## config.mk

```make
export PLATFORM = sky130hd
export DESIGN_NAME = ale_ram
export DESIGN_NICKNAME = d
export VERILOG_FILES = /design/src/rtl/ale_pkg.sv /design/src/rtl/ale_ram.sv
export SDC_FILE = /design/constraint.sdc
export NUM_CORES = 2
export LEC_CHECK = 0
export BUFFER_PORTS_ARGS = -buffer_cell sky130_fd_sc_hd__buf_4
export CORE_ASPECT_RATIO = 1.4
export CORE_MARGIN = 2
export CORE_UTILIZATION = 59
export CTS_BUF_LIST = sky130_fd_sc_hd__clkbuf_4
export DETAILED_ROUTE_END_ITERATION = 10
export PLACE_DENSITY_LB_ADDON = 0.1
export SLEW_MARGIN = 20
export SYNTH_ARGS = -nofsm -noshare
export SYNTH_HDL_FRONTEND = slang
export SYNTH_SLANG_ARGS = --single-unit
```

## constraint.sdc

```tcl
create_clock -name clock -period 3.7 [get_ports clock]
set_input_delay 0.37 -clock clock [delete_from_list [all_inputs] [get_ports clock]]
set_output_delay 0.37 -clock clock [all_outputs]
set_load 0.01 [all_outputs]
```

## src/rtl/ale_pkg.sv

```systemverilog
// ale_pkg: sizes, command and status codes, sequencer states and the step
// record shared by the array list engine modules
// no dependencies

package ale_pkg;

   localparam int CAPACITY = 128;
   localparam int ADDR_W   = $clog2(CAPACITY);
   localparam int CNT_W    = $clog2(CAPACITY + 1);
   localparam int DATA_W   = 32;
   localparam int POS_W    = 8;
   localparam int CMD_W    = 3;
   localparam int STAT_W   = 3;
   localparam int WIDE_W   = ((CNT_W > POS_W) ? CNT_W : POS_W) + 1;

   typedef enum logic [CMD_W-1:0] {
      CMD_CLEAR  = 3'd0,
      CMD_GET    = 3'd1,
      CMD_LOCATE = 3'd2,
      CMD_PRIOR  = 3'd3,
      CMD_NEXT   = 3'd4,
      CMD_INSERT = 3'd5,
      CMD_DELETE = 3'd6
   } cmd_type;

   typedef enum logic [STAT_W-1:0] {
      ST_OK           = 3'd0,
      ST_BAD_POS      = 3'd1,
      ST_NOT_FOUND    = 3'd2,
      ST_NO_NEIGHBOUR = 3'd3,
      ST_FULL         = 3'd4
   } status_type;

   typedef enum logic [2:0] {
      S_IDLE,
      S_READ,
      S_SCAN,
      S_NEIGH,
      S_SHIFT
   } state_type;

   // one walk step: next read, pointer update, write-back address, compare
   typedef struct packed {
      logic              issue;
      logic [ADDR_W-1:0] rd_addr;
      logic [CNT_W-1:0]  next_idx;
      logic [ADDR_W-1:0] wr_addr;
      logic              match;
   } step_type;

endpackage

```

## src/rtl/ale_ram.sv

```systemverilog
// ale_ram: entry store, one write port and one registered read port
// depends on ale_pkg

module ale_ram
   import ale_pkg::*;
(
   input  logic              clock,
   input  logic              we,
   input  logic [ADDR_W-1:0] wr_addr,
   input  logic [DATA_W-1:0] wr_data,
   input  logic              re,
   input  logic [ADDR_W-1:0] rd_addr,
   output logic [DATA_W-1:0] rd_data
);

   logic [DATA_W-1:0] mem [CAPACITY];
   logic [DATA_W-1:0] rd_data_ff;

   always_ff @(posedge clock) begin
      if (we) begin
         mem[wr_addr] <= wr_data;
      end
   end

   always_ff @(posedge clock) begin
      if (re) begin
         rd_data_ff <= mem[rd_addr];
      end
   end

   assign rd_data = rd_data_ff;

endmodule

```

==> run metrics <==
status finished clean; Period minus WS final about 3.1 ns; crit share post-route between 80% and 90%; Synth top cells by count edfxtp_1, mux4_2, clkbuf_1; hold_sp wr_data[20]; Crit. Startpoint mem[52][2]; Finish-stage setup viols 0; worst skew pair latency 1.45 ns; reg2reg setup slack between 0.5 and 0.6 ns; Total Routing Usage GR between 30% and 40%; Worst Path Required ~4.9 ns; placed cell area 0.166 mm²; layout net count 7222; asr flop ratio synth 0%; clk root buf clkbuf_4; Max-Cap Viols 0; Flop pwr share 56.3%; Unique masters post-synth 16; dpl hpwl roughly 250 mm; Clk pwr share 37.8%; top-count cell post-synth edfxtp_1; #FFs+latches synth about 4100; net load switching power between 20000 and 25000 µW; VDD IR max approximately 0.00036 V; die width 439 µm; Hold Vio Cnt, Final 0; Mapped Avg Cell Area between 20 and 30 µm²; RSZ-0062 raised after global routing no; Die Height slightly above 600 µm; Comb power frac under 10%; global route total overflow 0; CTS Hold Bufs 74; r2r startpoint mem[52][2]; Post-CTS Resized 0; postcts setup bufs 0; P_leak approximately 0.056 µW; FP Rows 223; Syn-to-layout area delta 14.2%; gpl congestion approximately 0.83; vias in the first global route between 70000 and 80000; WL final ~440 mm; CP max FO 2; Initial DRC Count around 10000; slew margin rel. between 20 and 25%; Post-synth EDFFs 4128; Clock Path Buffers 4; crit path launch type flop; internal power 71400 µW; via count about 76000; critical path class reg -> reg; largest net degree at the start of global routing roughly 130; fmax about 0.32 GHz; post-route ant nets 0; top_reg_cell synth edfxtp_1; Synthesis Warnings 0; Synth area leaders edfxtp_1, mux4_2, clkbuf_1; Hold WC Path Type in -> reg; Num Clock Sinks approximately 4100; CTS Buf Count between 900 and 1000; CTS tree done; H-tree Lvls 6; DP Worst Slack -0.0228 ns; dpl cells about 9700; Seq/Total Area, Yosys 79.2%; Sw Ratio 22.4%; PD cells approximately 500 mW/mm²; Final Cell Area between 0.15 and 0.2 mm²; vias per cell around 6.7; sum of negative setup slack 0 ns; critical path arrival ~4.3 ns; Reg clk slew, reported paths about 0.07 ns; synthesized area between 0.15 and 0.2 mm²; r2r worst-path depth 5; Yosys top cell area share 79.2%; initial cell density of the core 59.4%; initial antenna violation count 54; mean routed wirelength per cell approximately 38 µm; max-slew violations 0; TritonRoute pass-1 iters 5; cell count after synthesis roughly 6000; ratio of cells with drive above 1 in the final layout 43.8%; I/O Buffers 80; Worst Tran Pin Value between 1 and 1.5 ns; Critical Path Sink Type flop; wire length of the first global-routing pass 602 mm; drt drc 0; post-synth net total between 6000 and 7000; skew final around 0.14 ns; Core ar. 0.264 mm²; # fillers 16500; R2R Path End rd_data[2]; PnR worst setup slack 0.568 ns; hold path cells 2; fin cells about 11000; die footprint 0.270 mm²; I/O pin cnt between 80 and 90; Hold Crit Endpoint mem[14][20]; Yosys top cell by area edfxtp_1
==> power by group through the flow <==
stage / clock network [µW] / registers [µW] / logic [µW]
after floorplan: 0 / 52800 / 2490
after global routing: 37600 / 51800 / 5570
after CTS: 35400 / 51800 / 5440
after global placement: 0 / 52800 / 5260
after detailed placement: 0 / 52900 / 5340
final: 34700 / 51800 / 5420
==> placed cells by master (no fill, tap or decap), types with 9 or more instances in the layout <==
| cell type | instances |
|---|---|
| buf_12 | 140 |
| clkbuf_4 | 1374 |
| mux2_2 | 32 |
| buf_4 | 360 |
| edfxtp_1 | 4128 |
| bufinv_16 | 10 |
| nor2_4 | 119 |
| clkinv_1 | 199 |
| mux4_2 | 1344 |
| nor3_2 | 9 |
| dlygate4sd3_1 | 71 |
| nand2_1 | 11 |
| clkinv_2 | 20 |
| inv_2 | 14 |
| diode_2 | 81 |
==> sequential cells by signal (all words and copies together), names as in the netlist <==
signal / flops
mem: 4096
rd_data: 32
==> layer usage <==
| metal | track usage, % | up-vias | routed length [µm] |
|---|---|---|---|
| met1 | 43.4 | 41300 | 151000 |
| li1 | - | 29600 | - |
| met2 | 53.5 | 4674 | 219000 |
| met5 | 0 | - | 180 |
| met3 | 6.86 | 775 | 44400 |
| met4 | 16.4 | 26 | 21900 |
==> metrics by stage <==
step           util, %  hold slack (ns)  total power [µW]
2_1_floorplan        -            0.469             55200
5_1_grt           67.8       -0.0000471             95000
3_3_place_gp      63.0            0.791             58100
3_5_place_dp      63.0            0.803             58200
6_report          67.8           0.0604             92000
4_1_cts           67.7           0.0124             92600
==> worst max-delay path by stage <==
| stage | cells after the start | end | slack (ns) |
|---|---|---|---|
| final | 5 | rd_data[2] | 0.57 |
| after global routing | 5 | rd_data[2] | 0.53 |
| after global placement | 7 | rd_data[27] | -0.02 |
| after CTS | 5 | rd_data[2] | 0.59 |
| after detailed placement | 7 | rd_data[27] | -0.02 |
| after floorplan | 3 | mem[98][0] | 0.09 |
==> cell type report <==
| cell class | count | area, µm² | share of cell area [%] |
|---|---|---|---|
| multi-input cells | 1546 | 32300 | 18.1 |
| diodes | 81 | 203 | 0.113 |
| flip-flops and latches | 4128 | 124000 | 69.3 |
| clock buffers | 1374 | 10300 | 5.77 |
| repair buffers | 581 | 6350 | 3.55 |
| well taps | 3487 | 4360 | 2.44 |
| clock inverters | 259 | 1330 | 0.746 |
==> logic make-up after synthesis <==
family	share of synthesized area, %
mux	19.6
buf+inv	0.837
flops	79.2
simple gates	0.445
==> critical path, cell delays in order (launching register included) <==
cell and delay [ns]:
edfxtp_1 0.37, mux4_2 0.47, mux4_2 0.64, mux4_2 0.58, mux2_2 0.29, dlygate4sd3_1 0.55
Power figures use the tool's default switching activity.
