### config.mk
export PLATFORM = sky130hd
export DESIGN_NAME = ale_step
export DESIGN_NICKNAME = d
export VERILOG_FILES = /design/src/rtl/ale_pkg.sv /design/src/rtl/ale_step.sv
export SDC_FILE = /design/constraint.sdc
export NUM_CORES = 1
export LEC_CHECK = 0
export BUFFER_PORTS_ARGS = -buffer_cell sky130_fd_sc_hd__buf_4
export CAP_MARGIN = 40
export CORE_MARGIN = 5
export CORE_UTILIZATION = 35
export DETAILED_ROUTE_END_ITERATION = 10
export GPL_ROUTABILITY_DRIVEN = 1
export GPL_TIMING_DRIVEN = 0
export PLACE_DENSITY = 0.9
export SYNTH_ARGS = -nofsm -noshare
export SYNTH_HDL_FRONTEND = slang
export SYNTH_SLANG_ARGS = --single-unit
### constraint.sdc
create_clock -name vclk -period 1.6
set_input_delay 0.16 -clock vclk [all_inputs]
set_output_delay 0.16 -clock vclk [all_outputs]
set_load 0.02 [all_outputs]
### src/rtl/ale_pkg.sv
// ale_pkg: sizes, command and status codes, sequencer states and the step
// record shared by the array list engine modules
// no dependencies

package ale_pkg;

   localparam int CAPACITY = 128;
   localparam int ADDR_W   = $clog2(CAPACITY);
   localparam int CNT_W    = $clog2(CAPACITY + 1);
   localparam int DATA_W   = 32;
   localparam int POS_W    = 8;
   localparam int CMD_W    = 3;
   localparam int STAT_W   = 3;
   localparam int WIDE_W   = ((CNT_W > POS_W) ? CNT_W : POS_W) + 1;

   typedef enum logic [CMD_W-1:0] {
      CMD_CLEAR  = 3'd0,
      CMD_GET    = 3'd1,
      CMD_LOCATE = 3'd2,
      CMD_PRIOR  = 3'd3,
      CMD_NEXT   = 3'd4,
      CMD_INSERT = 3'd5,
      CMD_DELETE = 3'd6
   } cmd_type;

   typedef enum logic [STAT_W-1:0] {
      ST_OK           = 3'd0,
      ST_BAD_POS      = 3'd1,
      ST_NOT_FOUND    = 3'd2,
      ST_NO_NEIGHBOUR = 3'd3,
      ST_FULL         = 3'd4
   } status_type;

   typedef enum logic [2:0] {
      S_IDLE,
      S_READ,
      S_SCAN,
      S_NEIGH,
      S_SHIFT
   } state_type;

   // one walk step: next read, pointer update, write-back address, compare
   typedef struct packed {
      logic              issue;
      logic [ADDR_W-1:0] rd_addr;
      logic [CNT_W-1:0]  next_idx;
      logic [ADDR_W-1:0] wr_addr;
      logic              match;
   } step_type;

endpackage

### src/rtl/ale_step.sv
// ale_step: shared walk unit, bound compare, pointer step and key compare
// depends on ale_pkg

module ale_step
   import ale_pkg::*;
(
   input  logic              walk_up,
   input  logic [CNT_W-1:0]  idx,
   input  logic [CNT_W-1:0]  count,
   input  logic [CNT_W-1:0]  stop,
   input  logic [ADDR_W-1:0] didx,
   input  logic [DATA_W-1:0] rd_data,
   input  logic [DATA_W-1:0] key,
   output step_type          step
);

   logic [CNT_W-1:0] idx_dec;

   assign idx_dec = idx - CNT_W'(1);

   always_comb begin
      if (walk_up) begin
         step.issue    = (idx < count);
         step.rd_addr  = ADDR_W'(idx);
         step.next_idx = idx + CNT_W'(1);
         step.wr_addr  = didx - ADDR_W'(1);
      end else begin
         step.issue    = (idx > stop);
         step.rd_addr  = ADDR_W'(idx_dec);
         step.next_idx = idx_dec;
         step.wr_addr  = didx + ADDR_W'(1);
      end
      step.match = (rd_data == key);
   end

endmodule

==> flow_metrics.env, run 1 <==
export IMPL_dp_hpwl_um=3950
export IMPL_drt_wl_total_um=5240
export IMPL_cp_max_fo=2
export IMPL_dp_slack_ns=-0.413
export IMPL_critPathArrivalTime_ns=1.68
export IMPL_antenna_found_initial=0
export IMPL_fin_ws_ns=-0.236
export IMPL_die_area_um2=4950
export IMPL_crit_slowest_cell="or4b_4"
export IMPL_fmax_ghz=0.545
export IMPL_grt_pass1_vias=1739
export IMPL_synth_nets=289
export IMPL_ff_latch_area_um2=0
export IMPL_fin_nets=422
export IMPL_gp_congestion=0.776
export IMPL_yosysTopAreaCell="xor2_1"
export IMPL_antenna_cells=0
export IMPL_yosysWarnings=0
export IMPL_hold_slack_ns=0.646
export IMPL_cp_top_family="simple AND/OR/NAND/NOR gates"
export IMPL_clockBufferCount=0
export IMPL_hold_viol=0
export IMPL_total_power_uw=822
export IMPL_instances_no_fill=347
export IMPL_start_kind="input port"
export IMPL_rows=22
export IMPL_placedCellCount=336
export IMPL_seq_cell_count=0
export IMPL_crit_type="in -> out"
export IMPL_vias=1735
export IMPL_slew_viol_final=0
export IMPL_ys_top_cells_by_area="xor2_1 (26%), ha_1 (24%), xnor2_1 (6.9%)"
export IMPL_die_h_um=70.4
export IMPL_required_ns=1.44
export IMPL_p_leak_uw=0.00131
export IMPL_cp_end_kind="output pin"
export IMPL_synthCells=168
export IMPL_cts_hold_buffers=0
export IMPL_setup_viol=5
export IMPL_seq_area_frac_synth=0
export IMPL_final_period_utilization=1.15
export IMPL_crit_buf_inv=3
export IMPL_drive_gt1_frac=0.542
export IMPL_grt_usage=0.181
export IMPL_yosysMostFrequentCell="xor2_1"
export IMPL_slowest_delay_ns=0.46
export IMPL_crit_chain="buf_12 > inv_12 > ha_4 > or4b_4 > or3_4 > o21ai_4 > xor2_2 > buf_4"
export IMPL_syn_area_per_cell_um2=7.60
export IMPL_grt_ovfl_total=0
export IMPL_syn2layout_area_growth_pct=102
export IMPL_grt_pass1_wl_um=7550
export IMPL_status="finished with violations"
export IMPL_min_period_ns=1.84
export IMPL_rsz0062_at_grt="true"
export IMPL_relSlewSlack=0.767
export IMPL_vias_per_cell=5.00
export IMPL_synthDistinctLibCells=34
export IMPL_coreArea_um2=3610
export IMPL_synth_top_area_share=0.261
export IMPL_multi_input_area_um2=1320
export IMPL_synth_commonest_cells="xor2_1 (38), ha_1 (24), inv_1 (22), xnor2_1 (10)"
export IMPL_route_detailed_drc=0
export IMPL_grt_max_degree=10
export IMPL_syn_area_um2=1280
export IMPL_die_width_um=70.4
export IMPL_drtPass1Iterations=4
export IMPL_tightest_slew_ns=0.346
export IMPL_dr_first_iter_drc_count=72
export IMPL_initial_core_util=0.354
export IMPL_ant_nets=0
export IMPL_drv_cap=0
export IMPL_ir_drop_v=0.000152
export IMPL_min_path_type="in -> out"
export IMPL_wl_per_cell_um=15.1
export IMPL_power_density_nw_per_um2=319
export IMPL_failed_checks="negative setup slack"
export IMPL_nFillCells=273
export IMPL_io_buffers=120
export IMPL_io_pins=120
## placed cells by master, fill, tap and decap left out, drive strengths merged, types with 2 or more instances in the layout
cell type	Yosys	routed
nor4	9	9
nand2	9	9
nor2	6	6
xor2	38	38
o211ai	4	4
nor2b	4	4
nor3	3	3
xnor2	10	10
a21oi	8	8
or2	2	2
nand4	5	5
ha	24	24
inv	22	21
a2111oi	2	2
buf	2	133
o21ai	4	4
## layer usage
layer,up-vias,part of all wire,global-route usage
met3,12,0.098,0.0374
met4,0,0.022,0.0191
li1,852,-,-
met5,-,0,0
met1,771,0.32,0.187
met2,100,0.56,0.374
## worst paths after layout
kind / startpoint / end / cells past startpoint
max: idx[0] / step[14] / 8
min: idx[7] / step[15] / 3
## cell type report
class	instances	area share
Buffer	2	0.0102
Multi-Input combinational cell	144	0.513
Tap cell	48	0.0233
Timing Repair Buffer	131	0.407
Inverter	22	0.0462
## stage by stage
stage,cell area [µm²],utilization,setup TNS [ns]
floorplan,1350,-,-0.108
global placement,2310,0.642,-1.29
detailed placement,2310,0.642,-1.38
CTS,2490,0.691,-0.754
global route,2570,0.714,-1.11
finish,2570,0.714,-0.849
## tightest hold or removal path, delay by kind of cell
family                    cells  cell delay [ns]
xor gates and xnor gates      1             0.07
buffers and inverters         2             0.25
## where the power goes
part	total (µW)	leakage, µW	switching (µW)	internal [µW]
combinational	822	0.00131	376	446
clock	0	0	0	0
sequential	0	0	0	0
## timing repair
action | CTS | global route
setup endpoints to repair | 5 | 9
resized for setup | 26 | 12
setup buffers | 8 | 3
pin swaps | 9 | 5
## cell families after synthesis
family / after synthesis / share of synthesized area
xor gates and xnor gates: 48 / 0.329
and+or+nand+nor: 45 / 0.202
AOI/OAI and AO/OA: 25 / 0.132
adders and majority gates: 25 / 0.251
buffers and inverters: 24 / 0.0774
muxes: 1 / 0.00784
No activity file was read; power rests on OpenSTA's default activity.
==> inputs of run 2 (changes only) <==
- ABC_AREA: default -> 1
- CORE_UTILIZATION: 35 -> 39
- PLACE_DENSITY: 0.9 -> 0.91
==> flow_metrics.env, run 2 <==
export IMPL_fin_nets=579
export IMPL_syn2layout_area_growth_pct=64.2
export IMPL_rows=23
export IMPL_seq_cell_count=0
export IMPL_antenna_cells=0
export IMPL_grt_usage=0.171
export IMPL_crit_type="in -> out"
export IMPL_grt_pass1_wl_um=7980
export IMPL_die_width_um=75.0
export IMPL_gp_congestion=0.877
export IMPL_start_kind="input port"
export IMPL_synthCells=333
export IMPL_drt_wl_total_um=5220
export IMPL_vias_per_cell=4.49
export IMPL_grt_pass1_vias=2068
export IMPL_io_buffers=120
export IMPL_relSlewSlack=0.837
export IMPL_hold_viol=0
export IMPL_p_leak_uw=0.00177
export IMPL_yosysWarnings=0
export IMPL_clockBufferCount=0
export IMPL_total_power_uw=817
export IMPL_slew_viol_final=0
export IMPL_synth_commonest_cells="nand2_1 (108), inv_1 (78), nor2_1 (59), ha_1 (24), o21ai_1 (11)"
export IMPL_ys_top_cells_by_area="nand2_1 (25%), ha_1 (18%), inv_1 (18%)"
export IMPL_drtPass1Iterations=4
export IMPL_grt_ovfl_total=0
export IMPL_yosysMostFrequentCell="nand2_1"
export IMPL_yosysTopAreaCell="nand2_1"
export IMPL_failed_checks="negative setup slack"
export IMPL_min_path_type="in -> out"
export IMPL_antenna_found_initial=0
export IMPL_die_h_um=75.0
export IMPL_ff_latch_area_um2=0
export IMPL_globalRouteMet2Util=0.359
export IMPL_power_frac_clock=0
export IMPL_switchingPower_uw=406
export IMPL_setup_viol=1
export IMPL_tightest_slew_ns=0.243
export IMPL_ant_nets=0
export IMPL_fmax_ghz=0.623
export IMPL_synth_top_area_share=0.246
export IMPL_gr_usage_met3=0.00401
export IMPL_syn_area_um2=1650
export IMPL_drive_gt1_frac=0.316
export IMPL_required_ns=1.44
export IMPL_status="finished with violations"
export IMPL_final_cell_mix="buf_4 (123), nand2_1 (107), inv_1 (77), nor2_1 (59), ha_1 (23)"
export IMPL_share_seq_of_total_power=0
export IMPL_grt_max_degree=17
export IMPL_wl_per_cell_um=10.3
export IMPL_drv_cap=0
export IMPL_synth_nets=454
export IMPL_io_pins=120
export IMPL_gr_usage_met1=0.183
export IMPL_final_common_cell="buf_4"
export IMPL_coreArea_um2=4060
export IMPL_route_detailed_drc=0
export IMPL_final_period_utilization=1.00
export IMPL_cp_max_fo=5
export IMPL_busiest_layer="met2"
export IMPL_swShare=0.497
export IMPL_p_comb_frac=1.000
export IMPL_cp_end_kind="output pin"
export IMPL_synthDistinctLibCells=26
export IMPL_initial_core_util=0.405
export IMPL_fin_ws_ns=-0.00633
export IMPL_vias=2270
export IMPL_die_area_um2=5620
export IMPL_dr_first_iter_drc_count=48
export IMPL_seq_area_frac_synth=0
export IMPL_power_density_nw_per_um2=303
export IMPL_dp_hpwl_um=4650
export IMPL_p_int_uw=411
export IMPL_final_core_util=0.666
export IMPL_min_period_ns=1.61
export IMPL_syn_area_per_cell_um2=4.94
export IMPL_cts_hold_buffers=0
export IMPL_critPathArrivalTime_ns=1.45
export IMPL_ir_drop_v=0.000183
==> run 2: changes by cell type after synthesis, sizes merged, moves of 9 or more <==
| cell | delta |
|---|---|
| inv | +57 |
| nand2 | +100 |
| nor4 | -9 |
| xor2 | -29 |
| nor2 | +56 |
| o21ai | +13 |
==> run 2: cell type report <==
type	instances	area, µm²
Multi-Input combinational cell	252	1380
Fill cell	389	1360
Tap cell	50	62.6
Timing Repair Buffer	125	950
Inverter	79	305
==> run 2: power by group through the flow <==
stage / Clock, µW / Sequential (µW) / Combinational, µW
finish: 0 / 0 / 817
global route: 0 / 0 / 909
CTS: 0 / 0 / 805
detailed placement: 0 / 0 / 793
global placement: 0 / 0 / 766
floorplan: 0 / 0 / 412
==> run 2: worst max-delay path, cell delays in order <==
cell        delay (ns)
buf_4             0.14
clkinvlp_4        0.10
ha_2              0.18
inv_1             0.06
nor2_4            0.12
nand3_2           0.11
a21oi_2           0.18
o21ai_2           0.09
o21ai_1           0.13
buf_4             0.18
==> run 2: kinds of logic after synthesis <==
group | count (synthesis) | share of synthesized area
AO/OA/AOI/OAI | 32 | 0.105
XOR/XNOR | 13 | 0.0692
adder cells (fa/ha/maj) | 25 | 0.195
buffers and inverters | 81 | 0.188
AND/OR/NAND/NOR | 182 | 0.443
==> run 2: what timing repair did <==
item,CTS,global route
pin swaps,2,3
cloned,0,0
endpoints found under the setup margin,6,4
buffers inserted,2,3
resized for setup,5,11
==> run 2: path summary, 6_finish.rpt <==
| check | start | endpoint | slack, ns | cells past startpoint |
|---|---|---|---|---|
| worst max-delay path | idx[0] | step[22] | -0.006 | 10 |
| worst min-delay path | didx[0] | step[1] | 0.64 | 3 |
==> run 2: metrics by stage <==
step           cell area (µm²)  hold slack (ns)  cells  setup TNS [ns]  worst slack [ns]
6_report                  2700            0.641    506        -0.00633          -0.00633
5_1_grt                   2700            0.654    506         -0.0779           -0.0667
4_1_cts                   2660            0.641    504               0           0.00933
3_5_place_dp              2630            0.639    503          -0.899            -0.405
3_3_place_gp              2630            0.615    503          -0.788            -0.379
2_1_floorplan             1670            0.419    333               0           0.00638
==> run 2: layer usage <==
layer / routed length [µm] / share of wire
met5: 0 / 0
met3: 272 / 0.052
met1: 1900 / 0.36
met2: 2920 / 0.56
met4: 119 / 0.023
==> inputs of run 3 (changes only) <==
- BUFFER_PORTS_ARGS: -buffer_cell sky130_fd_sc_hd__buf_4 -> default
- CORE_UTILIZATION: 39 -> 50
- DONT_BUFFER_PORTS: default -> 1
- PLACE_DENSITY: 0.91 -> 0.78
==> flow_metrics.env, run 3 (synthesized netlist as in run 2, its figures left out) <==
export IMPL_status="finished clean"
export IMPL_drive_gt1_frac=0.0422
export IMPL_grt_pass1_wl_um=6220
export IMPL_slew_viol_final=0
export IMPL_fin_nets=455
export IMPL_min_path_type="in -> out"
export IMPL_power_frac_clock=0
export IMPL_p_leak_uw=0.00117
export IMPL_share_seq_of_total_power=0
export IMPL_final_period_utilization=0.952
export IMPL_cts_setup_buffers=0
export IMPL_finalSetupTns_ns=0
export IMPL_crit_type="in -> out"
export IMPL_multi_input_area_um2=1380
export IMPL_wl_per_cell_um=10.4
export IMPL_antenna_cells=0
export IMPL_grt_pass1_vias=1691
export IMPL_rsz0062_at_grt="true"
export IMPL_hold_slack_ns=0.422
export IMPL_grt_ovfl_total=0
export IMPL_io_buffers=0
export IMPL_hold_viol=0
export IMPL_critPathArrivalTime_ns=1.36
export IMPL_initial_core_util=0.530
export IMPL_start_kind="input port"
export IMPL_dr_first_iter_drc_count=23
export IMPL_dp_hpwl_um=3590
export IMPL_final_cell_mix="nand2_1 (107), inv_1 (78), nor2_1 (59), ha_1 (24), o21ai_1 (11)"
export IMPL_vias=1787
export IMPL_swShare=0.638
export IMPL_ir_drop_v=0.000138
export IMPL_setup_viol=0
export IMPL_min_period_ns=1.52
export IMPL_clockBufferCount=0
export IMPL_vias_per_cell=4.75
export IMPL_p_int_uw=175
export IMPL_die_h_um=67.4
export IMPL_relSlewSlack=0.559
export IMPL_route_detailed_drc=0
export IMPL_nFillCells=342
export IMPL_drt_wl_total_um=3920
export IMPL_final_core_util=0.562
export IMPL_required_ns=1.44
export IMPL_gp_congestion=0.880
export IMPL_p_comb_frac=1.000
export IMPL_seq_cell_count=0
export IMPL_die_area_um2=4540
export IMPL_final_common_cell="nand2_1"
export IMPL_ant_nets=0
export IMPL_ff_latch_area_um2=0
export IMPL_switchingPower_uw=308
export IMPL_cp_max_fo=16
export IMPL_io_pins=120
export IMPL_syn2layout_area_growth_pct=6.01
export IMPL_total_power_uw=483
export IMPL_tightest_slew_ns=0.654
export IMPL_rows=20
export IMPL_antenna_found_initial=0
export IMPL_drtPass1Iterations=4
export IMPL_die_width_um=67.4
export IMPL_power_density_nw_per_um2=277
export IMPL_grt_usage=0.164
export IMPL_drv_cap=0
export IMPL_fmax_ghz=0.656
export IMPL_grt_max_degree=17
export IMPL_cp_end_kind="output pin"
export IMPL_coreArea_um2=3100
run 3: cell types whose count changed in the layout (fill, tap and decap cells not counted), sizes merged:
cell      delta
clkinvlp     -1
buf        -124
inv          +1
run 3: per-stage QoR:
| step | cell area, µm² | worst slack (ns) | std cells |
|---|---|---|---|
| after floorplan | 1670 | 0.00638 | 333 |
| after CTS | 1730 | 0.0419 | 376 |
| after global routing | 1740 | -0.0126 | 376 |
| after detailed placement | 1720 | -0.150 | 377 |
| final | 1740 | 0.0763 | 376 |
| after global placement | 1720 | -0.129 | 377 |
run 3: cell type report:
type,count,share of cell area
inverters,79,0.171
multi-input cells,252,0.791
well taps,44,0.0316
plain buffers,1,0.00646
run 3: worst max-delay path: stages:
cell and delay (ns):
buf_6 0.13, inv_4 0.10, fa_2 0.43, o21ai_4 0.18
nand2_1 0.10, nand2_2 0.11, xnor2_4 0.15
run 3: worst paths after layout:
path | from | end | cells past startpoint | slack, ns
worst max-delay path | walk_up | step[7] | 7 | 0.08
worst min-delay path | didx[0] | step[1] | 1 | 0.42
run 3: metal layers:
layer,vias up,track usage,routed length [µm]
li1,985,-,-
met1,732,0.178,1540
met2,70,0.344,2000
met3,0,0.0266,390
met4,0,0,0
met5,-,0,0
run 3: power groups by stage:
stage / registers [µW] / clock network [µW] / logic [µW]
floorplan: 0 / 0 / 412
global placement: 0 / 0 / 454
detailed placement: 0 / 0 / 470
CTS: 0 / 0 / 474
global route: 0 / 0 / 554
finish: 0 / 0 / 483
run 3: repair_timing:
action	CTS	global route
resized for setup	2	4
pin swaps	0	0
setup endpoints to repair	3	3
hold buffers	0	0
